$ cat config.mk
export PLATFORM = sky130hd
export DESIGN_NAME = button_debounce_long_press_repeat
export DESIGN_NICKNAME = d
export VERILOG_FILES = /design/src/design/bdlp_pkg.sv /design/src/design/bdlp_lane.sv /design/src/design/bdlp_merge.sv /design/src/design/button_debounce_long_press_repeat.sv
export SDC_FILE = /design/constraint.sdc
export NUM_CORES = 2
export LEC_CHECK = 0
export ABC_AREA = 1
export ABC_CLOCK_PERIOD_IN_PS = 10110
export BUFFER_PORTS_ARGS = -buffer_cell sky130_fd_sc_hd__buf_2
export CELL_PAD_IN_SITES_DETAIL_PLACEMENT = 0
export CELL_PAD_IN_SITES_GLOBAL_PLACEMENT = 1
export CORE_UTILIZATION = 30
export DETAILED_ROUTE_END_ITERATION = 6
export GPL_TIMING_DRIVEN = 0
export HOLD_SLACK_MARGIN = 0.06
export PLACE_DENSITY_LB_ADDON = 0.1
export SETUP_SLACK_MARGIN = 0.4
export SLEW_MARGIN = 25
export SYNTH_ARGS = -nofsm -noshare
export SYNTH_HDL_FRONTEND = slang
export SYNTH_SLANG_ARGS = --single-unit
$ cat constraint.sdc
create_clock -name clk -period 10.11 [get_ports clk]
set_clock_uncertainty 0.1 [all_clocks]
set_input_delay 1.5165 -clock clk [delete_from_list [all_inputs] [get_ports clk]]
set_output_delay 1.5165 -clock clk [all_outputs]
set_load 0.01 [all_outputs]
$ cat src/design/bdlp_pkg.sv
// Shared types and constants for the button debouncer with long press and repeat.
// No dependencies; used by every module of the block.
`timescale 1ns / 1ps

package bdlp_pkg;

  localparam int NUM_KEYS  = 4;
  localparam int NUM_SLOTS = 2 * NUM_KEYS;
  localparam int CNT_W     = $clog2(NUM_KEYS + 1);
  localparam int KEY_W     = 2;
  localparam int TICK_W    = 32;
  localparam int SEQ_W     = 32;
  localparam int DB_W      = 4;
  localparam int IVL_W     = 16;
  localparam int CFG_IDX_W = 2;
  localparam int CFG_DAT_W = 16;

  localparam logic [CFG_IDX_W-1:0] REG_DEBOUNCE_COUNT   = 2'd0;
  localparam logic [CFG_IDX_W-1:0] REG_LONG_PRESS_TICKS = 2'd1;
  localparam logic [CFG_IDX_W-1:0] REG_REPEAT_TICKS     = 2'd2;

  localparam logic [DB_W-1:0]  DEBOUNCE_RESET = 4'd2;
  localparam logic [IVL_W-1:0] LONG_RESET     = 16'd500;
  localparam logic [IVL_W-1:0] REPEAT_RESET   = 16'd200;

  typedef enum logic [2:0] {
    EV_PRESS   = 3'd0,
    EV_RELEASE = 3'd1,
    EV_SHORT   = 3'd2,
    EV_LONG    = 3'd3,
    EV_REPEAT  = 3'd4
  } ev_type_t;

  typedef struct packed {
    logic [DB_W-1:0]  debounce_count;
    logic [IVL_W-1:0] long_press_ticks;
    logic [IVL_W-1:0] repeat_ticks;
  } cfg_t;

  typedef struct packed {
    logic [TICK_W-1:0]   now_tick;
    logic [NUM_KEYS-1:0] button_levels;
  } poll_t;

  typedef struct packed {
    logic [KEY_W-1:0] key_index;
    logic [2:0]       event_type;
    logic [SEQ_W-1:0] sequence_number;
    logic             last_of_poll;
  } event_t;

  // What one lane found for its key on the current poll.
  typedef struct packed {
    logic     press;
    logic     ev0_valid;
    ev_type_t ev0_type;
    logic     ev1_valid;
    ev_type_t ev1_type;
  } lane_ev_t;

endpackage

$ cat src/design/bdlp_lane.sv
// One key lane: debounce counter, stable level and hold timing for a single button.
// Depends on bdlp_pkg.
`timescale 1ns / 1ps

module bdlp_lane (
  input  logic                      clk,
  input  logic                      rst,
  input  logic                      accept,
  input  logic [bdlp_pkg::TICK_W-1:0] now_tick,
  input  logic                      level,
  input  bdlp_pkg::cfg_t            cfg,
  output bdlp_pkg::lane_ev_t        result
);

  logic                        raw_seen, raw_seen_next;
  logic                        stable, stable_next;
  logic [bdlp_pkg::DB_W-1:0]   count, count_next;
  logic [bdlp_pkg::TICK_W-1:0] start_time, start_time_next;
  logic [bdlp_pkg::TICK_W-1:0] repeat_time, repeat_time_next;
  logic                        long_sent, long_sent_next;

  logic                        raw;
  logic                        settled;
  logic [bdlp_pkg::TICK_W-1:0] held, since_repeat;

  assign raw          = ~level;
  assign held         = now_tick - start_time;
  assign since_repeat = now_tick - repeat_time;

  always_comb begin
    raw_seen_next    = raw_seen;
    stable_next      = stable;
    count_next       = count;
    start_time_next  = start_time;
    repeat_time_next = repeat_time;
    long_sent_next   = long_sent;
    result           = '0;
    result.ev0_type  = bdlp_pkg::EV_PRESS;
    result.ev1_type  = bdlp_pkg::EV_RELEASE;

    if (raw == raw_seen) begin
      if (count < cfg.debounce_count) count_next = count + 1'b1;
    end else begin
      raw_seen_next = raw;
      count_next    = bdlp_pkg::DB_W'(1);
    end
    settled = !(count_next < cfg.debounce_count);

    if (settled) begin
      if (stable != raw) begin
        stable_next = raw;
        if (raw) begin
          start_time_next  = now_tick;
          repeat_time_next = now_tick;
          long_sent_next   = 1'b0;
          result.press     = 1'b1;
          result.ev0_valid = 1'b1;
          result.ev0_type  = bdlp_pkg::EV_PRESS;
        end else begin
          // short goes out first, unless a long press was already reported
          result.ev0_valid = !long_sent;
          result.ev0_type  = bdlp_pkg::EV_SHORT;
          result.ev1_valid = 1'b1;
          result.ev1_type  = bdlp_pkg::EV_RELEASE;
        end
      end else if (stable) begin
        if (!long_sent) begin
          if (held >= {{(bdlp_pkg::TICK_W-bdlp_pkg::IVL_W){1'b0}}, cfg.long_press_ticks}) begin
            long_sent_next   = 1'b1;
            repeat_time_next = now_tick;
            result.ev0_valid = 1'b1;
            result.ev0_type  = bdlp_pkg::EV_LONG;
          end
        end else if (since_repeat >=
                     {{(bdlp_pkg::TICK_W-bdlp_pkg::IVL_W){1'b0}}, cfg.repeat_ticks}) begin
          repeat_time_next = now_tick;
          result.ev0_valid = 1'b1;
          result.ev0_type  = bdlp_pkg::EV_REPEAT;
        end
      end
    end
  end

  always_ff @(posedge clk) begin
    if (rst) begin
      raw_seen    <= 1'b0;
      stable      <= 1'b0;
      count       <= bdlp_pkg::DEBOUNCE_RESET;
      start_time  <= '0;
      repeat_time <= '0;
      long_sent   <= 1'b0;
    end else if (accept) begin
      raw_seen    <= raw_seen_next;
      stable      <= stable_next;
      count       <= count_next;
      start_time  <= start_time_next;
      repeat_time <= repeat_time_next;
      long_sent   <= long_sent_next;
    end
  end

endmodule

$ cat src/design/bdlp_merge.sv
// Merge stage: numbers lane events with the shared press count, buffers them
// in slots and sends them out, one beat per cycle while out_ready allows, through an output register.
// Depends on bdlp_pkg.
`timescale 1ns / 1ps

module bdlp_merge (
  input  logic                                    clk,
  input  logic                                    rst,
  input  logic                                    accept,
  input  bdlp_pkg::lane_ev_t [bdlp_pkg::NUM_KEYS-1:0] lanes,
  output logic                                    take,
  output logic                                    out_valid,
  input  logic                                    out_ready,
  output bdlp_pkg::event_t                        out_data
);

  logic [bdlp_pkg::SEQ_W-1:0]   seq_base;
  logic [bdlp_pkg::NUM_SLOTS-1:0] pend, pend_new, pend_left;
  logic [2:0]                   slot_type [bdlp_pkg::NUM_SLOTS];
  logic [bdlp_pkg::SEQ_W-1:0]   slot_seq  [bdlp_pkg::NUM_SLOTS];
  logic [bdlp_pkg::SEQ_W-1:0]   lane_seq  [bdlp_pkg::NUM_KEYS];
  logic [bdlp_pkg::CNT_W-1:0]   run;

  logic [bdlp_pkg::NUM_SLOTS-1:0] sel;
  logic [2:0]                   sel_type;
  logic [bdlp_pkg::SEQ_W-1:0]   sel_seq;
  logic [bdlp_pkg::KEY_W-1:0]   sel_key;
  logic                         load, sel_last;

  // press count up to and including each lane
  always_comb begin
    run = '0;
    for (int i = 0; i < bdlp_pkg::NUM_KEYS; i++) begin
      run         = run + bdlp_pkg::CNT_W'(lanes[i].press);
      lane_seq[i] = seq_base + bdlp_pkg::SEQ_W'(run);
      pend_new[2*i]   = lanes[i].ev0_valid;
      pend_new[2*i+1] = lanes[i].ev1_valid;
    end
  end

  // lowest pending slot goes next
  always_comb begin
    sel      = '0;
    sel_type = '0;
    sel_seq  = '0;
    sel_key  = '0;
    for (int j = bdlp_pkg::NUM_SLOTS - 1; j >= 0; j--) begin
      if (pend[j]) begin
        sel      = '0;
        sel[j]   = 1'b1;
        sel_type = slot_type[j];
        sel_seq  = slot_seq[j];
        sel_key  = bdlp_pkg::KEY_W'(j / 2);
      end
    end
  end

  assign load      = (pend != '0) && (!out_valid || out_ready);
  assign pend_left = load ? (pend & ~sel) : pend;
  assign sel_last  = (pend & ~sel) == '0;
  assign take      = (pend_left == '0);

  always_ff @(posedge clk) begin
    if (rst) begin
      seq_base  <= '0;
      pend      <= '0;
      out_valid <= 1'b0;
    end else begin
      if (accept) begin
        seq_base <= seq_base + bdlp_pkg::SEQ_W'(run);
        pend     <= pend_new;
      end else begin
        pend <= pend_left;
      end
      if (load) out_valid <= 1'b1;
      else if (out_ready) out_valid <= 1'b0;
    end
  end

  always_ff @(posedge clk) begin
    if (accept) begin
      for (int i = 0; i < bdlp_pkg::NUM_KEYS; i++) begin
        slot_type[2*i]   <= lanes[i].ev0_type;
        slot_type[2*i+1] <= lanes[i].ev1_type;
        slot_seq[2*i]    <= lane_seq[i];
        slot_seq[2*i+1]  <= lane_seq[i];
      end
    end
    if (load) begin
      out_data.key_index       <= sel_key;
      out_data.event_type      <= sel_type;
      out_data.sequence_number <= sel_seq;
      out_data.last_of_poll    <= sel_last;
    end
  end

endmodule

$ cat src/design/button_debounce_long_press_repeat.sv
// Top level of the button debouncer with long press and auto-repeat events.
// Holds the configuration registers; instantiates bdlp_lane per key and bdlp_merge.
// Depends on bdlp_pkg.
//
//   port group   dir  handshake                 beat
//   in_*         in   in_valid / in_ready       one poll: now_tick, button_levels
//   out_*        out  out_valid / out_ready     one event: key, type, seq, last flag
//   cfg_*        in   cfg_write (no wait)       one register write by index
//
// All key lanes evaluate a poll in the cycle it is accepted; events then leave the
// slot buffer at one beat per cycle while out_ready holds. The next poll is taken in
// the cycle its predecessor's last event enters the output register, or at once when
// nothing is pending. Reset is synchronous. A stalled output holds its beat and lets
// the slot buffer fill up to one poll.
`timescale 1ns / 1ps

module button_debounce_long_press_repeat (
  input  logic                              clk,
  input  logic                              rst,
  input  logic                              in_valid,
  output logic                              in_ready,
  input  bdlp_pkg::poll_t                   in_data,
  output logic                              out_valid,
  input  logic                              out_ready,
  output bdlp_pkg::event_t                  out_data,
  input  logic                              cfg_write,
  input  logic [bdlp_pkg::CFG_IDX_W-1:0]    cfg_index,
  input  logic [bdlp_pkg::CFG_DAT_W-1:0]    cfg_data
);

  bdlp_pkg::cfg_t                             cfg;
  bdlp_pkg::lane_ev_t [bdlp_pkg::NUM_KEYS-1:0] lanes;
  logic                                       accept;

  assign accept = in_valid && in_ready;

  always_ff @(posedge clk) begin
    if (rst) begin
      cfg.debounce_count   <= bdlp_pkg::DEBOUNCE_RESET;
      cfg.long_press_ticks <= bdlp_pkg::LONG_RESET;
      cfg.repeat_ticks     <= bdlp_pkg::REPEAT_RESET;
    end else if (cfg_write) begin
      // unknown index: drop the write
      unique case (cfg_index)
        bdlp_pkg::REG_DEBOUNCE_COUNT:   cfg.debounce_count   <= cfg_data[bdlp_pkg::DB_W-1:0];
        bdlp_pkg::REG_LONG_PRESS_TICKS: cfg.long_press_ticks <= cfg_data[bdlp_pkg::IVL_W-1:0];
        bdlp_pkg::REG_REPEAT_TICKS:     cfg.repeat_ticks     <= cfg_data[bdlp_pkg::IVL_W-1:0];
        default: ;
      endcase
    end
  end

  for (genvar k = 0; k < bdlp_pkg::NUM_KEYS; k++) begin : g_lane
    bdlp_lane u_lane (
      .clk      (clk),
      .rst      (rst),
      .accept   (accept),
      .now_tick (in_data.now_tick),
      .level    (in_data.button_levels[k]),
      .cfg      (cfg),
      .result   (lanes[k])
    );
  end

  bdlp_merge u_merge (
    .clk       (clk),
    .rst       (rst),
    .accept    (accept),
    .lanes     (lanes),
    .take      (in_ready),
    .out_valid (out_valid),
    .out_ready (out_ready),
    .out_data  (out_data)
  );

endmodule

# Word level (Yosys, flattened, before mapping)
# Memories as Yosys holds them, arrays and structs flattened.
# Cells that the tools add are included.
# Widths: inputs -> output; s select.
totals:
  regBits: 399
  input_bits: 59
  wordCells: 282
  ram_bits: 280
  n_memories: 2
classes:
  bitwise: 14
  addsub: 19
  reduce_logical: 46
  order_cmp: 16
  eq_ne: 18
  muxes: 132
memory_table:
  columns: ["memory", "words", "word_bits", "read_ports", "rd_ports_with_merged_regs", "write_ports", "line", "text"]
  rows:
  - ["u_merge.slot_seq", 8, 32, 8, 0, 8, "bdlp_merge.sv:20", "logic [bdlp_pkg::SEQ_W-1:0] slot_seq [bdlp_pkg::NUM_SLOTS];"]
  - ["u_merge.slot_type", 8, 3, 8, 0, 8, "bdlp_merge.sv:19", "logic [2:0] slot_type [bdlp_pkg::NUM_SLOTS];"]
op_table:
  columns: ["operator", "n"]
  rows:
  - ["$mux 32", 32]
  - ["$ge 32x16->1", 8]
  - ["$sub 32x32->32", 8]
  - ["$mux 4", 40]
  - ["$add 32x3->32", 3]
  - ["$mux 8", 10]
  - ["$mux 9", 4]
  - ["$mux 1", 34]
  - ["$add 32x1->32", 1]
  - ["$lt 4x4->1", 8]
  - ["$reduce_and 4->1", 8]
  - ["$mux 3", 8]
  - ["$reduce_and 6->1", 4]
  - ["$add 4x1->4 const B", 4]
  - ["$logic_not 8->1", 2]
  - ["$reduce_and 2->1", 7]
  - ["$ne 3x3->1 const B", 4]
  - ["$not 1->1", 12]
  - ["$reduce_and 3->1", 4]
  - ["$reduce_bool 3->1", 4]
  - ["$reduce_bool 2->1", 5]
  - ["$and 8x8->8", 1]
  - ["$mux 2", 4]
  - ["$ne 2x2->1 const B", 4]
  - ["14 further kinds", 26]

# Depth between registers and ports, before layout
depth:
  depth_word: 15
  ltp_mapped: 29

# Modules after synthesis
# Synthesis repeated with hierarchy kept, for this count alone.
unflattened:
  hier_cells: 8062
  hier_area_um2: 50323.3
by_module_without_submodules:
  columns: ["mod", "area_each_um2", "instances", "cells_each"]
  rows:
  - ["bdlp_lane (g_lane[0].u_lane ...)", 9364.0, 3, 1657]
  - ["bdlp_merge", 11379.7, 1, 1164]
  - ["bdlp_lane (g_lane[3].u_lane)", 9355.2, 1, 1709]
  - ["button_debounce_long_press_repeat", 1496.4, 1, 218]

# Worst setup path after synthesis
# OpenSTA, ideal clock, no wires.
synth_path:
  path_kind: "in2reg"
  start: "input port in_data[0] (netlist bit)"
  end: "register u_merge.seq_base[27] (netlist bit)"
  slack_ns: 4.633
  n_path_buf: 0
  path_stages: 21
  arrival_time_ns: 5.291
  path_cell_list: "xnor2_1 inv_1 o21ai_0 a21oi_1 ha_1 a21oi_1 nand2_1 nand2_1 xor2_1 ha_1 ha_1 fa_1 ha_1 a21o_1 a21oi_1 nor3_1 nand2_1 nor3_1 xor2_1 nor2_1 a211oi_1"
synth_rtl:
  columns: ["element", "line", "text"]
  rows:
  - ["start: declaration", "button_debounce_long_press_repeat.sv:22", "input bdlp_pkg::poll_t in_data,"]
  - ["end signal: assignment", "bdlp_merge.sv:70", "seq_base <= seq_base + bdlp_pkg::SEQ_W'(run);"]
  - ["end: declaration", "bdlp_merge.sv:17", "logic [bdlp_pkg::SEQ_W-1:0] seq_base;"]

==> metrics.cfg <==
[run_status]
status = complete, no violations

[power]
p_sw_share_pct = 49.22
power.net_switching_mw = 7.706
power.density_nw_per_um2 = 300.0
p_clk_share_pct = 17.8
pwr-share-seq_pct = 23.9
p_leak_nw = 26.34
power.share.combinational_pct = 58.3
ir_drop_mv = 0.1469
total_power_mw = 15.66
p_int_mw = 7.950

[die]
ios = 99
core_area_um2 = 153900
start_util_pct = 30.21
fp-row-count = 144
die_w_um = 395.6
die_h_um = 395.6
dieArea_um2 = 156500

[sta]
slew_headroom_pct = 20.12
fin_crit_ns = 6.731
fin_crit_sh_pct = 66.58
whs_ns = 0.3583
setup_viol = 0
rsz0062_at_grt = false
tightestPinTransition_ns = 1.198
finalHoldViolations = 0
drv_slew = 0
final.setup.tns_ns = 0
timing.fmax_mhz = 148.6

[setup_path]
startpoint_type = input pin
cp_max_fo = 7
cp.arrival_ns = 7.23
reg2reg_depth = 25
critPathKind = input pin to register
cp-end-kind = register
r2r_slack_ns = 3.58
r2r_end = u_merge.seq_base[27]
cp.required_ns = 10.61
r2r-start = cfg[35]

[global_routing]
grt.total_usage_pct = 26.03
grt_pass1_wl_um = 297300
grt_max_degree = 91
antenna_found_initial = 34
grt_overflow = 0
grt_pass1_vias = 44012

[cts]
cts_root_buf = clkbuf_16
cts_tree = done
post_cts_resized = 0
clock_latency_ns = 0.71
clock_path_buffers = 3
postCtsSetupRepairBufs = 0
cts_made_buffers = 69
ctsHoldBuffers = 0
clkSinkCount = 539
clk_pin_slew_ns = 0.06
htree_levels = 3

[finish]
drive_gt1_share_pct = 3.683
fillCellCount = 17491
layout_common_cells = nand2_1 (2379), inv_1 (1382), nor2_1 (670)
nets = 8157
final_common_cell = nand2_1
syn_to_final_growth_pct = 12.26
finalInstanceArea_um2 = 52180

[placement]
placed_cell_area_um2 = 49610
place_hpwl_um = 156900
place_congestion = 0.9106
port_buffers = 98

[run]
drv_cap = 0

[detailed_routing]
num_vias = 46689
remaining_drc_errors = 0
dr.pass1.iters = 6
totalWireLength_um = 207000
wl_per_cell_um = 21.18
avgViaCountPerCell = 4.778
drt_iter0_markers = 3458
drt.antenna.violating_nets = 0

[hold_path]
holdPathStages = 2
worstHoldPathType = register to register
min_from = g_lane[1].u_lane.start_time[13]
min_to = g_lane[1].u_lane.start_time[13]

[synthesis]
synth.distinct_cells = 45
syn_nets = 7986
yosys_warnings = 0
synth-async-reset-ratio_pct = 0
syn_avg_cell_area_um2 = 6.209
ys_seq_elements = 539
synth_edf_count = 178
synth-main-ff-cell = dfxtp_1
ys_seq_area_share_pct = 27.05
netlist_instances = 7487
netlist_area_um2 = 46480

## worst max-delay path by stage
stage	startpoint	to
finish	in_data[2]	u_merge.seq_base[27]
floorplan	in_data[0]	u_merge.seq_base[27]
global placement	in_data[5]	g_lane[3].u_lane.repeat_time[20]
global route	cfg[33]	u_merge.seq_base[27]
CTS	in_data[2]	u_merge.seq_base[27]
detailed placement	in_data[2]	u_merge.seq_base[27]
## area by class of cell
class | count | area (um2) | area share [%]
diodes | 16 | 40.04 | 0.07673
plain buffers | 172 | 767.0 | 1.470
clock buffers | 93 | 1877 | 3.597
clock inverters | 32 | 649.4 | 1.244
inverters | 1402 | 5263 | 10.08
multi-input cells | 5374 | 27910 | 53.48
flip-flops and latches | 539 | 12570 | 24.09
well taps | 2044 | 2557 | 4.901
repair buffers | 100 | 548.0 | 1.050
## kinds of logic (layout without fill, tap and decap cells)
group	Yosys count	in the layout	synth area share, %
compound gates	956	956	10.71
xor+xnor	248	248	4.673
fa+ha+maj	440	440	12.04
buf+inv	1574	1799	12.94
flops	539	539	27.05
other cells	0	16	0
simple gates	3730	3730	32.59
## critical path: stages
cell and delay [ns]:
buf_2 0.17, xnor2_1 0.58, inv_1 0.17, o21ai_0 0.11
nor2_1 0.08, ha_1 0.26, o21ai_0 0.07, nand2_1 0.07
nand3_1 0.06, nand2_1 0.32, inv_1 0.11, nor2_1 0.34
ha_1 0.33, ha_1 0.20, fa_1 0.48, ha_1 0.30
a21o_1 0.12, a21oi_1 0.19, nor3_1 0.78, nand2_1 0.19
nor3_1 0.24, xor2_1 0.26, nor2_1 0.08, a211oi_1 0.17
## per-stage QoR
stage          setup WS [ns]  util [%]  instances
3_5_place_dp           2.659     32.24       9631
4_1_cts                3.391     33.88       9756
5_1_grt                3.062     33.89       9759
3_3_place_gp           2.465     32.19       9629
6_report               3.379     33.91       9772
2_1_floorplan          4.633         -       7487
## cells in the mapped netlist, types with 3 or more instances
library cell,number,share of area (%)
and3_1,11,0.15
nand4_1,66,0.89
nor3_1,64,0.69
nor2_1,670,5.4
nor4_1,9,0.12
inv_2,6,0.048
o21a_1,4,0.065
clkbuf_2,4,0.043
dfxtp_1,361,16
a21o_1,9,0.15
ha_1,428,12
or2_2,4,0.054
nor2_4,5,0.12
clkbuf_1,110,0.89
o21bai_1,19,0.31
xor2_1,230,4.3
nand3b_1,31,0.50
edfxtp_1,178,11
buf_1,19,0.15
buf_6,4,0.097
a21oi_1,608,6.5
inv_1,1384,11
nand3_1,453,4.9
clkinv_1,12,0.097
o21ai_1,25,0.27
nor3_2,4,0.086
nand2_2,3,0.040
a211oi_1,24,0.39
and2_1,27,0.36
xnor2_1,18,0.34
nand2_1,2379,19
buf_2,23,0.25
o21ai_0,246,2.6
buf_4,12,0.19
o211ai_1,11,0.18
o22ai_1,4,0.054
fa_1,12,0.52
## power groups by stage
stage / Clock [mW] / Sequential, mW / Combinational (mW)
detailed placement: 0 / 3.79 / 9.11
finish: 2.79 / 3.74 / 9.12
CTS: 2.86 / 3.75 / 9.15
floorplan: 0 / 3.71 / 6.37
global placement: 0 / 3.81 / 9.04
global route: 2.92 / 3.84 / 10.4
## state kept, by name, indices dropped and copies added (netlist names)
register / count
u_merge.seq_base: 32
g_lane.u_lane.start_time: 128
u_merge.slot_type: 12
g_lane.u_lane.stable: 4
cfg: 36
u_merge.out_data: 38
g_lane.u_lane.long_sent: 4
g_lane.u_lane.raw_seen: 4
g_lane.u_lane.count: 16
u_merge.out_valid: 1
g_lane.u_lane.repeat_time: 128
u_merge.slot_seq: 128
u_merge.pend: 8
## layer usage
layer	vias up	wire [um]	GRT usage [%]
li1	23849	-	-
met1	21485	95350	35.29
met2	1114	92260	42.24
met3	233	12820	3.991
met4	8	6542	7.894
met5	-	47	0
(Power assumes the default switching activity.)
